$ cat config.mk
export PLATFORM = sky130hd
export DESIGN_NAME = led_channel_fader_with_strobe
export DESIGN_NICKNAME = d
export VERILOG_FILES = /design/src/design/ledf_pkg.sv /design/src/design/ledf_front.sv /design/src/design/ledf_back.sv /design/src/design/led_channel_fader_with_strobe.sv
export SDC_FILE = /design/constraint.sdc
export NUM_CORES = 1
export LEC_CHECK = 0
export BUFFER_PORTS_ARGS = -buffer_cell sky130_fd_sc_hd__buf_2
export CAP_MARGIN = 5
export CORE_MARGIN = 10
export CORE_UTILIZATION = 57
export CTS_CLUSTER_SIZE = 24
export DETAILED_ROUTE_END_ITERATION = 12
export PLACE_DENSITY = 0.83
export SYNTH_ARGS = -nofsm -noshare
export SYNTH_HDL_FRONTEND = slang
export SYNTH_SLANG_ARGS = --single-unit
$ cat constraint.sdc
create_clock -name clk -period 4.6 [get_ports clk]
set_input_delay 0.46 -clock clk [delete_from_list [all_inputs] [get_ports clk]]
set_output_delay 0.46 -clock clk [all_outputs]
set_load 0.1 [all_outputs]
$ cat src/design/ledf_pkg.sv
// Shared types, constants and lookup tables for the LED channel fader.
// No dependencies; used by ledf_front, ledf_back and the top level.
package ledf_pkg;

  localparam int NUM_CHANNELS = 16;
  localparam int CH_W = (NUM_CHANNELS > 1) ? $clog2(NUM_CHANNELS) : 1;

  localparam logic [1:0] OP_SET_CH   = 2'd0;
  localparam logic [1:0] OP_SET_RATE = 2'd1;
  localparam logic [1:0] OP_TICK     = 2'd2;

  localparam logic [7:0] MODE_JUMP = 8'd0;
  localparam logic [7:0] MODE_FADE = 8'd1;

  localparam logic [7:0] STROBE_MAX_RATE = 8'd25;
  localparam logic [5:0] STROBE_SPAN     = 6'd50;

  localparam logic [12:0] PWM_W_CHECK = 13'd4096;

  typedef enum logic [1:0] {
    CMD_SET_CH,
    CMD_SET_RATE,
    CMD_TICK
  } cmd_kind_t;

  typedef struct packed {
    cmd_kind_t        kind;
    logic [CH_W-1:0]  channel;
    logic [7:0]       level;
    logic [7:0]       mode;
  } cmd_t;

  typedef enum logic [1:0] {
    ST_IDLE,
    ST_MOVE,
    ST_EMIT
  } back_state_t;

  localparam logic [12:0] CIE_LUT [256] = '{
    13'd0, 13'd1, 13'd3, 13'd13, 13'd14, 13'd15, 13'd16, 13'd17, 13'd18, 13'd19, 13'd20,
    13'd21, 13'd23, 13'd24, 13'd26, 13'd27, 13'd29, 13'd30, 13'd32, 13'd33, 13'd35,
    13'd37, 13'd39, 13'd41, 13'd43, 13'd45, 13'd47, 13'd49, 13'd51, 13'd53, 13'd56,
    13'd58, 13'd61, 13'd63, 13'd66, 13'd68, 13'd71, 13'd74, 13'd77, 13'd80, 13'd83,
    13'd86, 13'd89, 13'd93, 13'd96, 13'd99, 13'd103, 13'd107, 13'd110, 13'd114, 13'd118,
    13'd122, 13'd126, 13'd130, 13'd134, 13'd139, 13'd143, 13'd148, 13'd152, 13'd157,
    13'd162, 13'd166, 13'd171, 13'd176, 13'd182, 13'd187, 13'd192, 13'd198, 13'd203,
    13'd209, 13'd215, 13'd221, 13'd227, 13'd233, 13'd239, 13'd245, 13'd252, 13'd258,
    13'd265, 13'd272, 13'd278, 13'd285, 13'd293, 13'd300, 13'd307, 13'd315, 13'd322,
    13'd330, 13'd338, 13'd346, 13'd354, 13'd362, 13'd370, 13'd379, 13'd387, 13'd396,
    13'd405, 13'd414, 13'd423, 13'd432, 13'd441, 13'd451, 13'd460, 13'd470, 13'd480,
    13'd490, 13'd500, 13'd510, 13'd521, 13'd531, 13'd542, 13'd553, 13'd564, 13'd575,
    13'd587, 13'd598, 13'd610, 13'd621, 13'd633, 13'd645, 13'd657, 13'd670, 13'd682,
    13'd695, 13'd708, 13'd721, 13'd734, 13'd747, 13'd761, 13'd774, 13'd788, 13'd802,
    13'd816, 13'd830, 13'd845, 13'd859, 13'd874, 13'd889, 13'd904, 13'd919, 13'd935,
    13'd950, 13'd966, 13'd982, 13'd998, 13'd1015, 13'd1031, 13'd1048, 13'd1065, 13'd1082,
    13'd1099, 13'd1116, 13'd1134, 13'd1151, 13'd1169, 13'd1187, 13'd1206, 13'd1224,
    13'd1243, 13'd1262, 13'd1281, 13'd1300, 13'd1319, 13'd1339, 13'd1359, 13'd1379,
    13'd1399, 13'd1420, 13'd1440, 13'd1461, 13'd1482, 13'd1503, 13'd1525, 13'd1546,
    13'd1568, 13'd1590, 13'd1612, 13'd1635, 13'd1657, 13'd1680, 13'd1703, 13'd1726,
    13'd1750, 13'd1773, 13'd1797, 13'd1821, 13'd1846, 13'd1870, 13'd1895, 13'd1920,
    13'd1945, 13'd1971, 13'd1996, 13'd2022, 13'd2048, 13'd2074, 13'd2101, 13'd2128,
    13'd2155, 13'd2182, 13'd2209, 13'd2237, 13'd2265, 13'd2293, 13'd2321, 13'd2350,
    13'd2379, 13'd2408, 13'd2437, 13'd2466, 13'd2496, 13'd2526, 13'd2556, 13'd2587,
    13'd2617, 13'd2648, 13'd2680, 13'd2711, 13'd2743, 13'd2775, 13'd2807, 13'd2839,
    13'd2872, 13'd2905, 13'd2938, 13'd2971, 13'd3005, 13'd3039, 13'd3073, 13'd3108,
    13'd3142, 13'd3177, 13'd3212, 13'd3248, 13'd3284, 13'd3320, 13'd3356, 13'd3392,
    13'd3429, 13'd3466, 13'd3503, 13'd3541, 13'd3579, 13'd3617, 13'd3655, 13'd3694,
    13'd3733, 13'd3772, 13'd3812, 13'd3851, 13'd3891, 13'd3932, 13'd3972, 13'd4013,
    13'd4054, PWM_W_CHECK
  };

  // floor(25 / rate) for rates 1..25; one elsewhere
  function automatic logic [5:0] strobe_period(input logic [7:0] rate);
    logic [5:0] p;
    priority if (rate == 8'd1)  p = 6'd25;
    else if (rate == 8'd2)      p = 6'd12;
    else if (rate == 8'd3)      p = 6'd8;
    else if (rate == 8'd4)      p = 6'd6;
    else if (rate == 8'd5)      p = 6'd5;
    else if (rate == 8'd6)      p = 6'd4;
    else if (rate <= 8'd8)      p = 6'd3;
    else if (rate <= 8'd12)     p = 6'd2;
    else                        p = 6'd1;
    return p;
  endfunction

endpackage

$ cat src/design/ledf_front.sv
// Front end: accepts input items, drops those with no effect, and queues
// decoded commands in a two-entry queue. Depends on ledf_pkg.
module ledf_front (
  input  logic                clk,
  input  logic                rst,
  input  logic                push,
  output logic                full,
  input  logic [1:0]          opcode,
  input  logic [3:0]          channel,
  input  logic [7:0]          level,
  input  logic [7:0]          mode_code,
  output logic                q_valid,
  input  logic                q_ready,
  output ledf_pkg::cmd_t      q_data
);

  ledf_pkg::cmd_t q [2];
  logic           wr_ptr;
  logic           rd_ptr;
  logic [1:0]     count;

  ledf_pkg::cmd_t cmd;
  logic           keep;
  logic           do_push;
  logic           do_pop;

  always_comb begin
    cmd.channel = ledf_pkg::CH_W'(channel);
    cmd.level   = level;
    cmd.mode    = mode_code;
    cmd.kind    = ledf_pkg::CMD_TICK;
    keep        = 1'b0;
    unique case (opcode)
      ledf_pkg::OP_SET_CH: begin
        cmd.kind = ledf_pkg::CMD_SET_CH;
        keep     = {1'b0, channel} < 5'(ledf_pkg::NUM_CHANNELS);
      end
      ledf_pkg::OP_SET_RATE: begin
        cmd.kind = ledf_pkg::CMD_SET_RATE;
        keep     = 1'b1;
      end
      ledf_pkg::OP_TICK: begin
        cmd.kind = ledf_pkg::CMD_TICK;
        keep     = 1'b1;
      end
      default: keep = 1'b0;
    endcase
  end

  assign full    = (count == 2'd2);
  assign q_valid = (count != 2'd0);
  assign q_data  = q[rd_ptr];
  assign do_push = push && !full && keep;
  assign do_pop  = q_valid && q_ready;

  always_ff @(posedge clk) begin
    if (rst) begin
      wr_ptr <= 1'b0;
      rd_ptr <= 1'b0;
      count  <= 2'd0;
    end else begin
      if (do_push) begin
        q[wr_ptr] <= cmd;
        wr_ptr    <= ~wr_ptr;
      end
      if (do_pop) begin
        rd_ptr <= ~rd_ptr;
      end
      unique case ({do_push, do_pop})
        2'b10:   count <= count + 2'd1;
        2'b01:   count <= count - 2'd1;
        default: count <= count;
      endcase
    end
  end

endmodule

$ cat src/design/ledf_back.sv
// Back end: channel state, tick sequencer, strobe logic and the result
// register. Depends on ledf_pkg.
module ledf_back (
  input  logic                clk,
  input  logic                rst,
  input  logic                q_valid,
  output logic                q_ready,
  input  ledf_pkg::cmd_t      q_data,
  output logic                empty,
  input  logic                pop,
  output logic                has_value,
  output logic [3:0]          out_channel,
  output logic [12:0]         pwm_level,
  output logic                output_enable,
  output logic                last
);

  localparam logic [ledf_pkg::CH_W-1:0] LAST_CH =
    ledf_pkg::CH_W'(ledf_pkg::NUM_CHANNELS - 1);

  logic [7:0] target_level  [ledf_pkg::NUM_CHANNELS];
  logic [7:0] current_level [ledf_pkg::NUM_CHANNELS];
  logic [7:0] channel_mode  [ledf_pkg::NUM_CHANNELS];
  logic [7:0] strobe_rate;
  logic [5:0] strobe_count;
  logic       enable_state;

  ledf_pkg::back_state_t state, state_next;
  logic [ledf_pkg::CH_W-1:0] idx, idx_next;
  logic       changed, changed_next;
  logic       ovalid;

  logic [7:0] cur, tgt, md;
  logic [7:0] mv_level;
  logic       mv_changed;
  logic       slot_free;
  logic       take_cmd;
  logic       do_move;
  logic       do_strobe;
  logic       do_emit;

  logic [5:0] period;
  logic       rate_ok;
  logic [5:0] cnt_a;

  assign cur = current_level[idx];
  assign tgt = target_level[idx];
  assign md  = channel_mode[idx];

  always_comb begin
    mv_level   = cur;
    mv_changed = 1'b0;
    if (md == ledf_pkg::MODE_JUMP) begin
      mv_level   = tgt;
      mv_changed = (cur != tgt);
    end else if (md == ledf_pkg::MODE_FADE) begin
      if (cur > tgt) begin
        mv_level   = cur - 8'd1;
        mv_changed = 1'b1;
      end else if (cur < tgt) begin
        mv_level   = cur + 8'd1;
        mv_changed = 1'b1;
      end
    end
  end

  assign slot_free = !ovalid || pop;
  assign empty     = !ovalid;

  always_comb begin
    state_next   = state;
    idx_next     = idx;
    changed_next = changed;
    q_ready      = 1'b0;
    take_cmd     = 1'b0;
    do_move      = 1'b0;
    do_strobe    = 1'b0;
    do_emit      = 1'b0;
    unique case (state)
      ledf_pkg::ST_IDLE: begin
        q_ready  = 1'b1;
        take_cmd = q_valid;
        if (q_valid && q_data.kind == ledf_pkg::CMD_TICK) begin
          state_next   = ledf_pkg::ST_MOVE;
          idx_next     = '0;
          changed_next = 1'b0;
        end
      end
      ledf_pkg::ST_MOVE: begin
        do_move      = 1'b1;
        changed_next = changed | mv_changed;
        if (idx == LAST_CH) begin
          do_strobe  = 1'b1;
          idx_next   = '0;
          state_next = ledf_pkg::ST_EMIT;
        end else begin
          idx_next = idx + 1'b1;
        end
      end
      ledf_pkg::ST_EMIT: begin
        if (slot_free) begin
          do_emit = 1'b1;
          if (!changed || idx == LAST_CH) begin
            state_next = ledf_pkg::ST_IDLE;
          end else begin
            idx_next = idx + 1'b1;
          end
        end
      end
      default: state_next = ledf_pkg::ST_IDLE;
    endcase
  end

  assign period  = ledf_pkg::strobe_period(strobe_rate);
  assign rate_ok = (strobe_rate != 8'd0) && (strobe_rate <= ledf_pkg::STROBE_MAX_RATE);
  assign cnt_a   = (strobe_count >= period) ? 6'd0 : strobe_count;

  always_ff @(posedge clk) begin
    if (rst) begin
      state   <= ledf_pkg::ST_IDLE;
      idx     <= '0;
      changed <= 1'b0;
    end else begin
      state   <= state_next;
      idx     <= idx_next;
      changed <= changed_next;
    end
  end

  always_ff @(posedge clk) begin
    if (rst) begin
      for (int i = 0; i < ledf_pkg::NUM_CHANNELS; i++) begin
        target_level[i]  <= 8'd0;
        current_level[i] <= 8'd0;
        channel_mode[i]  <= ledf_pkg::MODE_JUMP;
      end
      strobe_rate  <= 8'd0;
      strobe_count <= 6'd0;
      enable_state <= 1'b1;
    end else begin
      if (take_cmd && q_data.kind == ledf_pkg::CMD_SET_CH) begin
        target_level[q_data.channel] <= q_data.level;
        channel_mode[q_data.channel] <= q_data.mode;
      end
      if (take_cmd && q_data.kind == ledf_pkg::CMD_SET_RATE) begin
        strobe_rate <= q_data.level;
      end
      if (do_move) begin
        current_level[idx] <= mv_level;
      end
      if (do_strobe) begin
        if (rate_ok) begin
          if (strobe_count >= period) begin
            enable_state <= ~enable_state;
          end
          strobe_count <= (cnt_a < ledf_pkg::STROBE_SPAN) ? cnt_a + 6'd1 : 6'd0;
        end else begin
          enable_state <= 1'b1;
        end
      end
    end
  end

  // result register
  always_ff @(posedge clk) begin
    if (rst) begin
      ovalid <= 1'b0;
    end else if (do_emit) begin
      ovalid <= 1'b1;
    end else if (pop) begin
      ovalid <= 1'b0;
    end
  end

  always_ff @(posedge clk) begin
    if (do_emit) begin
      output_enable <= enable_state;
      if (changed) begin
        has_value   <= 1'b1;
        out_channel <= 4'(idx);
        pwm_level   <= ledf_pkg::CIE_LUT[cur];
        last        <= (idx == LAST_CH);
      end else begin
        has_value   <= 1'b0;
        out_channel <= 4'd0;
        pwm_level   <= 13'd0;
        last        <= 1'b1;
      end
    end
  end

endmodule

$ cat src/design/led_channel_fader_with_strobe.sv
// Top level of the LED channel fader with strobe.
// Depends on ledf_pkg, ledf_front and ledf_back.
//
// Input side is a queue: an item transfers when push is high and full is
// low. Set-channel and set-rate items update state and give no result;
// opcode 3 and out-of-range channels are dropped. A tick walks all
// channels one per cycle to move levels, runs the strobe step with the
// last channel, then emits 16 PWM results, one per cycle while the result
// register is free, or one status result when no channel moved. The back
// end takes no new command until a tick has emitted its results.
// Result side is a queue: the oldest result is on the ports while empty is
// low and transfers when pop is high. A stalled receiver holds the result
// register and halts the back end; the two-entry command queue keeps
// accepting until it fills, then full rises.
// Synchronous reset clears all channel levels, targets and modes (jump),
// the strobe rate and counter, and sets output enable.
module led_channel_fader_with_strobe (
  input  logic        clk,
  input  logic        rst,
  input  logic        push,
  output logic        full,
  input  logic [1:0]  opcode,
  input  logic [3:0]  channel,
  input  logic [7:0]  level,
  input  logic [7:0]  mode_code,
  output logic        empty,
  input  logic        pop,
  output logic        has_value,
  output logic [3:0]  out_channel,
  output logic [12:0] pwm_level,
  output logic        output_enable,
  output logic        last
);

  logic           q_valid;
  logic           q_ready;
  ledf_pkg::cmd_t q_data;

  ledf_front u_front (
    .clk       (clk),
    .rst       (rst),
    .push      (push),
    .full      (full),
    .opcode    (opcode),
    .channel   (channel),
    .level     (level),
    .mode_code (mode_code),
    .q_valid   (q_valid),
    .q_ready   (q_ready),
    .q_data    (q_data)
  );

  ledf_back u_back (
    .clk           (clk),
    .rst           (rst),
    .q_valid       (q_valid),
    .q_ready       (q_ready),
    .q_data        (q_data),
    .empty         (empty),
    .pop           (pop),
    .has_value     (has_value),
    .out_channel   (out_channel),
    .pwm_level     (pwm_level),
    .output_enable (output_enable),
    .last          (last)
  );

endmodule

## Yosys cells after proc, flatten, opt, wreduce, memory -nomap -nowiden

Memories as Yosys holds them, arrays and structs flattened. A register that Yosys moved wholly into a read port is not among the register bits.
Index checks and enable logic that the tools add are counted.

| storage, ports and cells | value |
|---|---|
| memories kept | 5 |
| output and inout port bits | 22 |
| logic and storage cells | 166 |
| register bits | 34 |
| ROM bits | 3328 |
| bits in writable memories | 428 |

Memory list:

| memory | words | width | rd ports | clocked after Yosys merged registers in | wr ports | RTL line | source |
|---|---|---|---|---|---|---|---|
| (no name shown) | 256 | 13 | 1 | 1 | 0 | ledf_back.sv:181 | `pwm_level <= ledf_pkg::CIE_LUT[cur];` |
| u_back.channel_mode | 16 | 8 | 1 | 1 | 16 | ledf_back.sv:23 | `logic [7:0] channel_mode [ledf_pkg::NUM_CHANNELS];` |
| u_back.current_level | 16 | 8 | 1 | 1 | 16 | ledf_back.sv:22 | `logic [7:0] current_level [ledf_pkg::NUM_CHANNELS];` |
| u_back.target_level | 16 | 8 | 1 | 1 | 16 | ledf_back.sv:21 | `logic [7:0] target_level [ledf_pkg::NUM_CHANNELS];` |
| u_front.q | 2 | 22 | 1 | 1 | 1 | ledf_front.sv:17 | `ledf_pkg::cmd_t q [2];` |

| operators by class | value |
|---|---|
| reductions and logical operators | 32 |
| magnitude comparators | 7 |
| add/subtract/negate cells | 6 |
| mux-type cells | 73 |
| eq/ne operators | 24 |
| bitwise operators | 5 |

Operators by type and width:

| kind | count |
|---|---|
| 8-bit two-way mux | 7 |
| 6-bit two-way mux | 9 |
| 4-bit two-way mux | 13 |
| 1-bit two-way mux | 34 |
| 8-bit by 3-bit == test with 1-bit output, second input constant | 3 |
| 8-bit OR reduction | 3 |
| 8-bit by 1-bit == test with 1-bit output, second input constant | 2 |
| 8-bit by 2-bit == test with 1-bit output, second input constant | 2 |
| 8-bit by 4-bit less-or-equal comparator with 1-bit output, second input constant | 2 |
| 4-bit case mux with 3 select lines | 1 |
| 2-bit == test, second input constant | 5 |
| 2-bit two-way mux | 5 |
| 8-bit inverter with 9-bit output | 1 |
| 8-bit by 1-bit adder with 8-bit output, second input constant | 1 |
| 2-bit by 1-bit == test with 1-bit output, second input constant | 4 |
| 8-bit greater-than comparator | 1 |
| 8-bit by 5-bit less-or-equal comparator with 1-bit output, second input constant | 1 |
| 8-bit zero test | 1 |
| 8-bit less-than comparator | 1 |
| 2-bit by 1-bit inequality test with 1-bit output, second input constant | 4 |
| 8-bit inequality test | 1 |
| 2-bit case mux with 2 select lines | 2 |
| 4-bit AND reduction | 2 |
| 2-bit nonzero test | 4 |
| other kinds (21) | 38 |

## Logic depth before layout (Yosys ltp)

| depth | value |
|---|---|
| depth after elaboration | 13 |
| mapped depth | 20 |
| mapped depth without buffers | 17 |

## Cells and area by module

Synthesis repeated with hierarchy kept, for this count alone.

| unflattened totals | value |
|---|---|
| cells, all modules | 2048 |
| area, all modules | 24788.8 um^2 |

Modules (own cells, without submodules):

| module | sequential area each (um^2) | instances | area each (um^2) | cells each |
|---|---|---|---|---|
| ledf_back | 12672.2 | 1 | 22964.5 | 1952 |
| ledf_front | 1421.4 | 1 | 1824.2 | 96 |

## Least setup slack after synthesis

Ideal clock, no wire load.

| timing path | value |
|---|---|
| path kind | reg2reg |
| start point | register (tool-made name) |
| end point | memory u_back.current_level[10][7], data pin |
| path slack | -0.228 ns |
| period minus slack after synthesis | 4.828 ns |
| cell stages (with the launch flop) | 18 |
| setup time | 0.274 ns |
| data required time | 4.326 ns |
| arrival | 4.554 ns |
| cells stage by stage | dfxtp_1 buf_6 buf_12 buf_2 buf_2 mux4_2 mux4_2 inv_1 ha_1 nor2b_1 o21a_1 o21ai_0 a211oi_1 o21ai_0 mux2i_1 o211ai_1 clkbuf_1 a31oi_1 |

RTL lines:

| what | RTL line |
|---|---|
| to (decl) | ledf_back.sv:22 |

==> run summary <==
pre-CTS WS - 6.28 ps
total gr overflow - 0
Slew Limit Headroom - 0.226
Bufs on Longest Clock Path - 3
measured slew at the worst slew-check pin - 1160 ps
commonest non-fill, non-tap cell in the layout - edfxtp_1
WL per Instance - 28.0 um
met2 Usage GRT - 0.456
clk sinks - 480
GRT Overall Usage - 0.289
crit path capture type - flip-flop
Filler cells - 2852
Final WS setup - 159 ps
Critical Path AT - 4780 ps
Mapped Cells - 2030
total of max-cap violations - 0
ys flop type - edfxtp_1
routed vias/inst - 7.07
Synth top area share - 0.554
Syn Nets - 2110
worst reg2reg setup slack - 160 ps
r2r endpoint - u_back.current_level[13][6]$_SDFFCE_PN0P_
via count - 18900
commonest cells after routing, fill and taps aside - edfxtp_1 (448), nor2_1 (431), nand2_1 (139)
setup TNS - 0 ps
CTS tree - built
Final Setup Violations - 0
core area - 42000 sq um
number of synthesized flops with an enable pin - 448
Final min period - 4440 ps
Syn Area/Cell - 12.0 sq um
RSZ-0062 raised after global routing - no
Detailed Routing Iterations Pass 1 - 7
Pleak - 9.61 nW
placed wire-length estimate - 46.6 mm
diode count - 0
M3 GR Usage - 0.0640
Async SR Flop Fraction - 0
worst vdd ir - 0.443 mV
pwr/cell area - 459 nW/um^2
layout net count - 2178
Worst Path Required - 4940 ps
fmax - 225 MHz
worst hold path endpoint - u_front.q[1][5]$_DFFE_PP_
hold_sp - mode_code[5]
met1 Usage GRT - 0.371
row cnt - 75
DRT Wirelength - 75.0 mm
GP Congestion - 0.965
area delta synth->final - 12.6%
total power draw - 12.5 mW
layout cell share with drive strength beyond 1 - 0.164
Pins Over Slew Limit - 0
Root Driver - clkbuf_16
WHS Path Cells - 1
Residual DRC - 0
die height - 226 um
First DRT Iteration DRCs - 3527
Worst-path clk slew - 60 ps
die area - 51300 sq um
latest clock arrival within the worst-skew pair - 630 ps
initial antenna violation count - 0
Synth warnings - 0
IO Count - 48
global-route wire length before repair - 113 mm
Clock Skew - 35.1 ps
sequential-to-total area share from yosys stat - 0.580
largest net degree at the start of global routing - 85
cell taking the most area after synthesis - edfxtp_1
library cells used by synthesis - 81
initial core utilization - 0.578
critical path class - flip-flop to flip-flop
Startpoint Class - flip-flop
vias in the first global route - 18500
PortBufs - 47
Top Usage Layer GRT - met2
Mapped Area - 24300 sq um
top post-synthesis cells by area - edfxtp_1 (55%), nor2_1 (6.7%), mux4_2 (6.2%)
worst hold path type - primary input to flip-flop
area of the multi-input gates - 9360 sq um
Final Util - 0.651
Seq cells post-synth - 480
CTS Buf Count - 49
Reg2Reg Depth - 15
die width - 226 um
crit path max fanout - 16
htree depth - 2
Storage cell area - 14100 sq um
post-route ant nets - 0
final period utilization - 0.966
final hold violations - 0
status - completed
state kept, by name, indices dropped and copies added, names as in the netlist, 2 cells and up, named ones only:
register	count
u_back.channel_mode	128
u_back.current_level	128
u_back.idx	4
u_back.out_channel	4
u_back.pwm_level	13
u_back.state	2
u_back.strobe_count	6
u_back.strobe_rate	8
u_back.target_level	128
u_front.count	2
u_front.q	44
worst max path at each step:
stage	depth (start not counted)	to	slack, ps
2_1_floorplan	16	u_back.current_level[10][7]$_SDFFCE_PN0P_	70
3_3_place_gp	12	u_back.current_level[4][7]$_SDFFCE_PN0P_	170
3_5_place_dp	12	u_back.current_level[2][7]$_SDFFCE_PN0P_	6
4_1_cts	14	u_back.current_level[6][6]$_SDFFCE_PN0P_	50
5_1_grt	15	u_back.current_level[0][6]$_SDFFCE_PN0P_	9
6_report	15	u_back.current_level[13][6]$_SDFFCE_PN0P_	160
cells by family (layout without fill, tap and decap cells):
logic type               Yosys count  count (layout)  share of synthesized area
XOR/XNOR                           6               6                    0.00216
adder cells (fa/ha/maj)           54              54                     0.0278
flip-flops                       480             480                      0.580
multiplexers                     130             130                      0.101
buffers and inverters            196             305                     0.0361
AND/OR/NAND/NOR                  762             762                      0.136
AO/OA/AOI/OAI                    402             402                      0.117
cell usage after synthesis, drive strengths merged, types with 4 or more instances:
cell and count:
edfxtp 448, o22ai 9, a31oi 42, mux2i 36, o311ai 11, and3 6, o221ai 7, a211oi 88
nor3b 5, buf 66, mux4 86, inv 39, nor2b 12, o32ai 7, o31ai 5, a22o 7
or3 10, a211o 6, a221o 4, nor2 433, nand2 139, o211ai 32, o21ai 58, a21o 6
a221oi 9, nand3 35, a22oi 6, o21a 5, mux2 8, a21oi 62, clkbuf 90, a32oi 4
nand4 6, a2111oi 4, ha 54, and2 8, nand2b 46, nor3 35, nor4 19, dfxtp 32
layer usage:
metal | up-vias | share of wire
li1 | 7833 | -
met1 | 9001 | 0.35
met2 | 1766 | 0.47
met3 | 326 | 0.13
met4 | 0 | 0.054
met5 | - | 0
power breakdown:
part,total (mW),switching (mW),internal (mW)
Clock,4.41,1.75,2.67
Sequential,5.13,0.127,5.00
Combinational,3.01,2.06,0.946
per-stage QoR:
stage          hold WS [ps]  cells  area [sq um]
2_1_floorplan           425   2030         24300
3_3_place_gp            439   2580         25500
3_5_place_dp            441   2580         25500
4_1_cts                9.00   2672         27300
5_1_grt                19.6   2678         27400
6_report               28.0   2678         27400
what timing repair did:
item,4_1_cts,5_1_grt
setup endpoints to repair,15,68
hold buffers,0,0
gates resized for setup,2,2
pin swaps,0,1
setup buffers,0,6
final cells by class:
cell class	instances	area share
clock buffer	63	0.0482
clock inverter	29	0.0174
inverter	40	0.00549
multi-input combinational	1354	0.342
sequential	480	0.515
tap	539	0.0247
timing repair buffer	173	0.0465
worst max-delay path, cell delays in order, from the launching register on:
cell	delay (ps)
dfxtp_4	500
buf_4	200
mux4_2	550
mux4_2	520
inv_1	80
ha_1	250
nor2b_1	140
o21a_1	160
o21ai_0	270
a211oi_2	170
buf_4	170
or4_1	490
o311a_1	160
a211oi_4	250
buf_12	190
nor2_1	60
Power figures use the tool's default switching activity.
